$ cat config.mk
export PLATFORM = sky130hd
export DESIGN_NAME = kbts_ram
export DESIGN_NICKNAME = d
export VERILOG_FILES = /design/src/rtl/kbts_ram.sv
export SDC_FILE = /design/constraint.sdc
export NUM_CORES = 1
export LEC_CHECK = 0
export BUFFER_PORTS_ARGS = -buffer_cell sky130_fd_sc_hd__clkbuf_2
export CAP_MARGIN = 20
export CORE_MARGIN = 3
export CORE_UTILIZATION = 40
export CTS_CLUSTER_DIAMETER = 150
export DETAILED_ROUTE_END_ITERATION = 6
export PLACE_DENSITY = 0.55
export SYNTH_ARGS = -nofsm -noshare
export SYNTH_HDL_FRONTEND = slang
export SYNTH_SLANG_ARGS = --single-unit
$ cat constraint.sdc
create_clock -name clk_i -period 6.5 [get_ports clk_i]
set_input_delay 0.65 -clock clk_i [delete_from_list [all_inputs] [get_ports clk_i]]
set_output_delay 0.65 -clock clk_i [all_outputs]
set_load 0.1 [all_outputs]
$ cat src/rtl/kbts_ram.sv
// Generic single-port-write, single-port-read RAM with registered read data.
// Used for the key time and key attribute stores. No dependencies.
`default_nettype none

module kbts_ram #(
  parameter int Width = 32,
  parameter int Depth = 16
) (
  input  wire                     clk_i,
  input  wire                     we_i,
  input  wire [$clog2(Depth)-1:0] waddr_i,
  input  wire [Width-1:0]         wdata_i,
  input  wire                     re_i,
  input  wire [$clog2(Depth)-1:0] raddr_i,
  output logic [Width-1:0]        rdata_o
);

  logic [Width-1:0] mem_q [Depth];

  always_ff @(posedge clk_i) begin
    if (we_i) begin
      mem_q[waddr_i] <= wdata_i;
    end
    if (re_i) begin
      rdata_o <= mem_q[raddr_i];
    end
  end

endmodule

`default_nettype wire

==> results of run 1 <==
==> through the flow <==
stage	hold slack (ns)	power [W]	utilization	worst slack, ns
2_1_floorplan	0.7103	0.004357	-	2.670
3_3_place_gp	0.7310	0.004511	0.4356	3.353
3_5_place_dp	0.7321	0.004516	0.4356	3.343
4_1_cts	0.4387	0.007390	0.4684	3.975
5_1_grt	0.4775	0.007562	0.4684	3.789
6_report	0.4649	0.007299	0.4684	4.021
==> worst max-delay path by stage <==
stage	end	start	cells past startpoint	slack (ns)
after floorplan	mem_q[0][0]$_DFFE_PP_	waddr_i[2]	2	2.67
after global placement	rdata_o[2]$_DFFE_PP_	raddr_i[0]	5	3.35
after detailed placement	rdata_o[4]$_DFFE_PP_	raddr_i[0]	5	3.34
after CTS	rdata_o[4]$_DFFE_PP_	raddr_i[0]	5	3.98
after global routing	rdata_o[4]$_DFFE_PP_	raddr_i[0]	5	3.79
final	rdata_o[4]$_DFFE_PP_	raddr_i[0]	5	4.02
==> sequential cells by signal (all words and copies together), names as in the netlist <==
name,cells
mem_q,512
rdata_o,32
==> worst reg2reg max path, stage by stage, from the launching register on <==
cell and delay [ns]:
edfxtp_1 0.35, mux4_2 0.47, a22oi_1 0.27, nand2_1 0.12
==> per-layer routing <==
layer	vias to the layer above	track usage
met5	-	0
li1	3839	-
met4	4	0.03975
met1	4976	0.2556
met3	52	0.03147
met2	245	0.2687
==> cell type report <==
class | count | area share
Clock buffer | 79 | 0.06527
Multi-Input combinational cell | 251 | 0.1622
Tap cell | 664 | 0.03594
Timing Repair Buffer | 99 | 0.02533
Sequential cell | 544 | 0.7066
Clock inverter | 20 | 0.004601
==> power breakdown <==
group,total [W],internal [W],leakage [nW],switching (W)
Clock,0.00287,0.00164,0.782,0.00123
Combinational,0.000458,0.000134,1.58,0.000325
Sequential,0.00398,0.00395,4.94,0.0000214
==> cells by family (layout without fill, tap and decap cells) <==
family / count (synthesis) / after routing
flops: 544 / 544
simple gates: 59 / 59
compound gates: 64 / 64
mux: 128 / 128
buf+inv: 43 / 198
==> layout by cell type (no fill, tap or decap) <==
master,synthesis,layout
nor2b_4,0,2
clkbuf_16,0,57
clkinv_1,0,15
buf_12,0,1
buf_4,11,24
a22oi_1,64,64
clkinv_2,0,4
mux4_2,128,128
nand3_1,1,1
clkbuf_1,17,22
clkbuf_2,0,72
bufinv_16,0,1
clkbuf_8,0,1
nor3_2,0,4
nand2b_1,2,2
nand2_1,33,33
and2_2,0,1
or3b_2,1,1
buf_6,2,1
edfxtp_1,544,544
nor2_4,0,13
nand3b_1,2,2
==> results by group, run 1 <==
Route
  • Vias: 9116
  • Antenna Nets Post-Route: 0
  • Met2 WL post-DR: 21440 µm
  • Routed wire per std cell: 27.15 µm
  • Top sig layer: met5
  • WL final: 44980 µm
  • Starting DRT DRC Count: 888
  • WL met3: 2464 µm
  • M1 WL: 20370 µm
  • Router iterations before antenna repair: 7
  • DR vias/cell: 5.502
  • DRC: 0

Place
  • DP Area: 21500 µm²
  • Hpwl dp: 21590 µm
  • Routability cong.: 0.6717
  • Dpl cells: 1558
  • IO Port Bufs: 74

Cells and area
  • Cell area after layout: 23120 µm²
  • Layout cells sized above 1: 0.3122
  • Synth-to-Final Area Change: 14.59%
  • Fin cells: 1657
  • Final net count: 994
  • Multi-input logic area: 3750 µm²
  • Register area: 16340 µm²
  • Fillers: 4102
  • Antenna diodes: 0

Floorplan
  • Die W: 230.6 µm
  • Site row count: 81
  • Die Span Y: 230.6 µm
  • Die area: 53170 µm²
  • Core Box Area: 49360 µm²
  • IO Pins: 75
  • Starting Density: 0.4088

Worst setup path
  • WS Path Type: input pin to register
  • WP buf/inv: 2
  • CP cell instances: clkbuf_8 -> buf_12 -> mux4_2 -> a22oi_1 -> nand2_1
  • Crit Path Max Fanout: 67
  • R2r startpoint: mem_q[3][20]$_DFFE_PP_
  • Critical Path AT: 2.81 ns
  • Setup crit end kind: register
  • Crit Reg-Reg Endpoint: rdata_o[20]$_DFFE_PP_
  • Slowest CP cell: clkbuf_8
  • Critical path's largest stage delay: 0.62 ns
  • Worst path required time: 6.83 ns
  • Reg2Reg Setup Slack: 5.03 ns
  • R2R cell count: 3
  • Delay-heaviest family, CP: buffers and inverters
  • CP Launch Type: input pin

STA
  • Minimum clock period: 2.479 ns
  • Worst-Margin Slew: 1.035 ns
  • Final setup viols: 0
  • Final hold violation count: 0
  • Rel. slew slack: 0.3101
  • Slew Viols, Final: 0
  • Crit share post-route: 0.3814
  • Setup Skew: 0.007084 ns
  • Setup TNS: 0 ns
  • RSZ-0062 raised after global routing: no
  • Peak Freq: 403.4 MHz

Yosys
  • FF+latch count, synth: 544
  • Predominant post-synthesis flop cell: edfxtp_1
  • Post-Synth Simple-Gate Area: 0.01253
  • Count leader, synth: edfxtp_1
  • Asr flop ratio synth: 0
  • Synth cell count leaders: edfxtp_1 (544), mux4_2 (128), a22oi_1 (64), nand2_1 (33), clkbuf_1 (17)
  • Cells after Synth: 838
  • Ranking of synthesized cells by area: edfxtp_1 (81%), mux4_2 (14%), a22oi_1 (2.4%)
  • Xor and xnor area share after synthesis: 0
  • Adder-Cell Fraction of Synth Area: 0
  • Sequential area share after synthesis: 0.8097
  • Synthesized-area fraction occupied by ao, oa, aoi and oai cells: 0.02382
  • Synth area leader: edfxtp_1
  • Largest family of logic cells by synthesized area: multiplexers
  • Mean post-synth cell area: 24.07 µm²
  • Post-synth EDFFs: 544
  • Post-synthesis mux area share: 0.1429
  • Synth top area share: 0.8097
  • Mapped Area: 20170 µm²
  • Synthesized Nets: 881
  • Warnings from Yosys: 0
  • Yosys cell types: 17

Global route
  • GRT overflow: 0
  • Tot GR Track Use: 0.1723
  • Vias in the first global route: 9711
  • First-pass GRT wire length: 66520 µm
  • Largest net degree at the start of global routing: 91
  • Initial antenna violation count: 2

Hold path
  • Min-Delay Path Depth: 1
  • Hold Path Sink: mem_q[7][12]$_DFFE_PP_
  • Hold Crit Class: input pin to register
  • Hold path startpoint: wdata_i[12]

Clocking
  • Cts bufs inserted: 55
  • Clock Pin Slew Worst Setup and Hold Paths: 0.06 ns
  • Clock tree buffer depth: 3
  • H-tree Lvls: 2
  • CTS root buf: clkbuf_16
  • Hold buffer count at cts: 0
  • Clock Sinks: 544
  • TritonCTS clock tree: yes
  • Worst-Skew Late Latency: 0.58 ns
  • Resized Gates After CTS: 0
  • Setup bufs post-CTS: 0

Pwr
  • Pwr Density: 315.7 nW/µm²
  • Leak Pwr: 7.306 nW
  • Worst VDD drop: 0.0001727 V

Job
  • Number of max-cap violations: 0

Status
  • Status: finished clean
(Power assumes the default switching activity.)
==> run 2, diff against run 1 <==
- PLACE_DENSITY: 0.55 -> 0.57
- clock period: 6.5 -> 2.2 ns (I/O delays scaled with it)
==> run 2 against run 1 <==
Compared with the run above: first-iteration DRC count increased by 8.0%; non-clock buffer count increased by 26; die area unchanged; clock power increased to 3.2 times the previous value; clock skew increased by 0.0063 ns; sequential cell count unchanged; global-route usage about the same; critical path type is now register to primary output; critical endpoint is now rdata_o[30]; largest cell class unchanged; largest power group unchanged.
==> results by group, run 2 (same netlist as run 1, synthesis figures left out) <==
Status
  • Status: finished clean

Place
  • IO Port Bufs: 74
  • DP Area: 22010 µm²
  • Routability cong.: 0.7476
  • Hpwl dp: 24730 µm

Global route
  • Initial antenna violation count: 3
  • First-pass GRT wire length: 66100 µm
  • Vias in the first global route: 9438
  • Largest net degree at the start of global routing: 51
  • Tot GR Track Use: 0.1726
  • GRT overflow: 0

Route
  • DR vias/cell: 5.422
  • Vias: 9147
  • Starting DRT DRC Count: 959
  • Routed wire per std cell: 26.79 µm
  • Router iterations before antenna repair: 5
  • Antenna Nets Post-Route: 0
  • DRC: 0
  • WL final: 45200 µm

Floorplan
  • Die Span Y: 230.6 µm
  • Die W: 230.6 µm
  • Die area: 53170 µm²
  • Core Box Area: 49360 µm²
  • IO Pins: 75
  • Site row count: 81
  • Starting Density: 0.4088

Job
  • Number of max-cap violations: 0

STA
  • Final setup viols: 0
  • Worst-Margin Slew: 0.7933 ns
  • Hold WS: 0.03482 ns
  • Peak Freq: 566.5 MHz
  • Crit share post-route: 0.8024
  • Final hold violation count: 0
  • Minimum clock period: 1.765 ns
  • RSZ-0062 raised after global routing: no
  • Slew Viols, Final: 0
  • Rel. slew slack: 0.4700
  • Setup Skew: 0.01343 ns

Worst setup path
  • R2r startpoint: mem_q[9][18]$_DFFE_PP_
  • CP cell instances: clkbuf_2
  • Delay-heaviest family, CP: buffers and inverters
  • Reg2Reg Setup Slack: 0.74 ns
  • Worst path required time: 1.98 ns
  • Crit Reg-Reg Endpoint: rdata_o[18]$_DFFE_PP_
  • Critical path's largest stage delay: 0.51 ns
  • Setup crit end kind: primary output
  • CP Launch Type: register
  • Slowest CP cell: clkbuf_2
  • WP buf/inv: 1
  • WS Path Type: register to primary output
  • R2R cell count: 3
  • Crit Path Max Fanout: 1
  • Critical Path AT: 1.55 ns

Cells and area
  • Most common cell after layout, fill and taps aside: edfxtp_1
  • Most frequent cells in the layout: edfxtp_1 (544), mux4_2 (128), clkbuf_2 (72)
  • Biggest register: mem_q
  • Final net count: 1020
  • Max reg flops: 512
  • Largest registers: mem_q x512, rdata_o x32
  • Synth-to-Final Area Change: 18.09%
  • Layout cells sized above 1: 0.3431
  • Cell area after layout: 23820 µm²

Pwr
  • Pwr Density: 942.4 nW/µm²
  • Leak Pwr: 7.619 nW
  • Overall power: 0.02245 W
  • Worst VDD drop: 0.0005863 V

Hold path
  • Hold Path Sink: mem_q[3][20]$_DFFE_PP_
  • Min-Delay Path Depth: 1
  • Hold Crit Class: input pin to register
  • Hold path startpoint: wdata_i[20]

Clocking
  • Clock Sinks: 544
  • Clock Pin Slew Worst Setup and Hold Paths: 0.06 ns
  • Cts bufs inserted: 55
  • CTS root buf: clkbuf_16
  • TritonCTS clock tree: yes
  • Clock tree buffer depth: 3
  • Resized Gates After CTS: 0
  • Worst-Skew Late Latency: 0.59 ns
  • Setup bufs post-CTS: 0
  • H-tree Lvls: 2
  • Hold buffer count at cts: 1
[run 2: cell count changes in the layout (fill, tap and decap cells not counted), sizes merged]
cell,change
clkbuf,-11
clkinvlp,+3
buf,+25
dlygate4sd3,+1
bufinv,+7
inv,+3
diode,+3
clkinv,-1
[run 2: power by group]
part | switching [W] | leakage [nW] | total [W] | internal [W]
combinational | 0.000969 | 1.81 | 0.00141 | 0.000445
sequential | 0.0000702 | 4.94 | 0.0117 | 0.0117
clock | 0.00377 | 0.867 | 0.00929 | 0.00552
[run 2: layer usage]
layer | global-route usage | routed length, µm
met4 | 0.04306 | 731
met2 | 0.2763 | 22030
met1 | 0.2484 | 19700
met3 | 0.03134 | 2739
met5 | 0 | 0
[run 2: worst max path at each step]
stage	startpoint	end	slack, ns	depth (start not counted)
finish	rdata_o[30]$_DFFE_PP_	rdata_o[30]	0.43	1
detailed placement	raddr_i[0]	rdata_o[17]$_DFFE_PP_	0.28	6
floorplan	waddr_i[2]	mem_q[1][0]$_DFFE_PP_	-0.35	2
global placement	raddr_i[0]	rdata_o[14]$_DFFE_PP_	0.33	6
global route	rdata_o[30]$_DFFE_PP_	rdata_o[30]	0.43	1
CTS	rdata_o[16]$_DFFE_PP_	rdata_o[16]	0.40	1
[run 2: cell type report]
class	count	area [µm²]
tap	664	830.8
multi-input combinational	251	3775
clock buffer	68	1425
antenna	3	7.507
timing repair buffer	125	1084
clock inverter	32	366.6
sequential	544	16340
fill	4027	25530
[run 2: metrics by stage]
stage	TNS, ns	utilization	setup slack [ns]	instances
3_5_place_dp	0	0.4460	0.2814	1583
4_1_cts	0	0.4825	0.4001	1684
2_1_floorplan	-34.10	-	-0.3481	838
6_report	0	0.4827	0.4347	1687
5_1_grt	0	0.4825	0.4253	1684
3_3_place_gp	0	0.4460	0.3294	1583
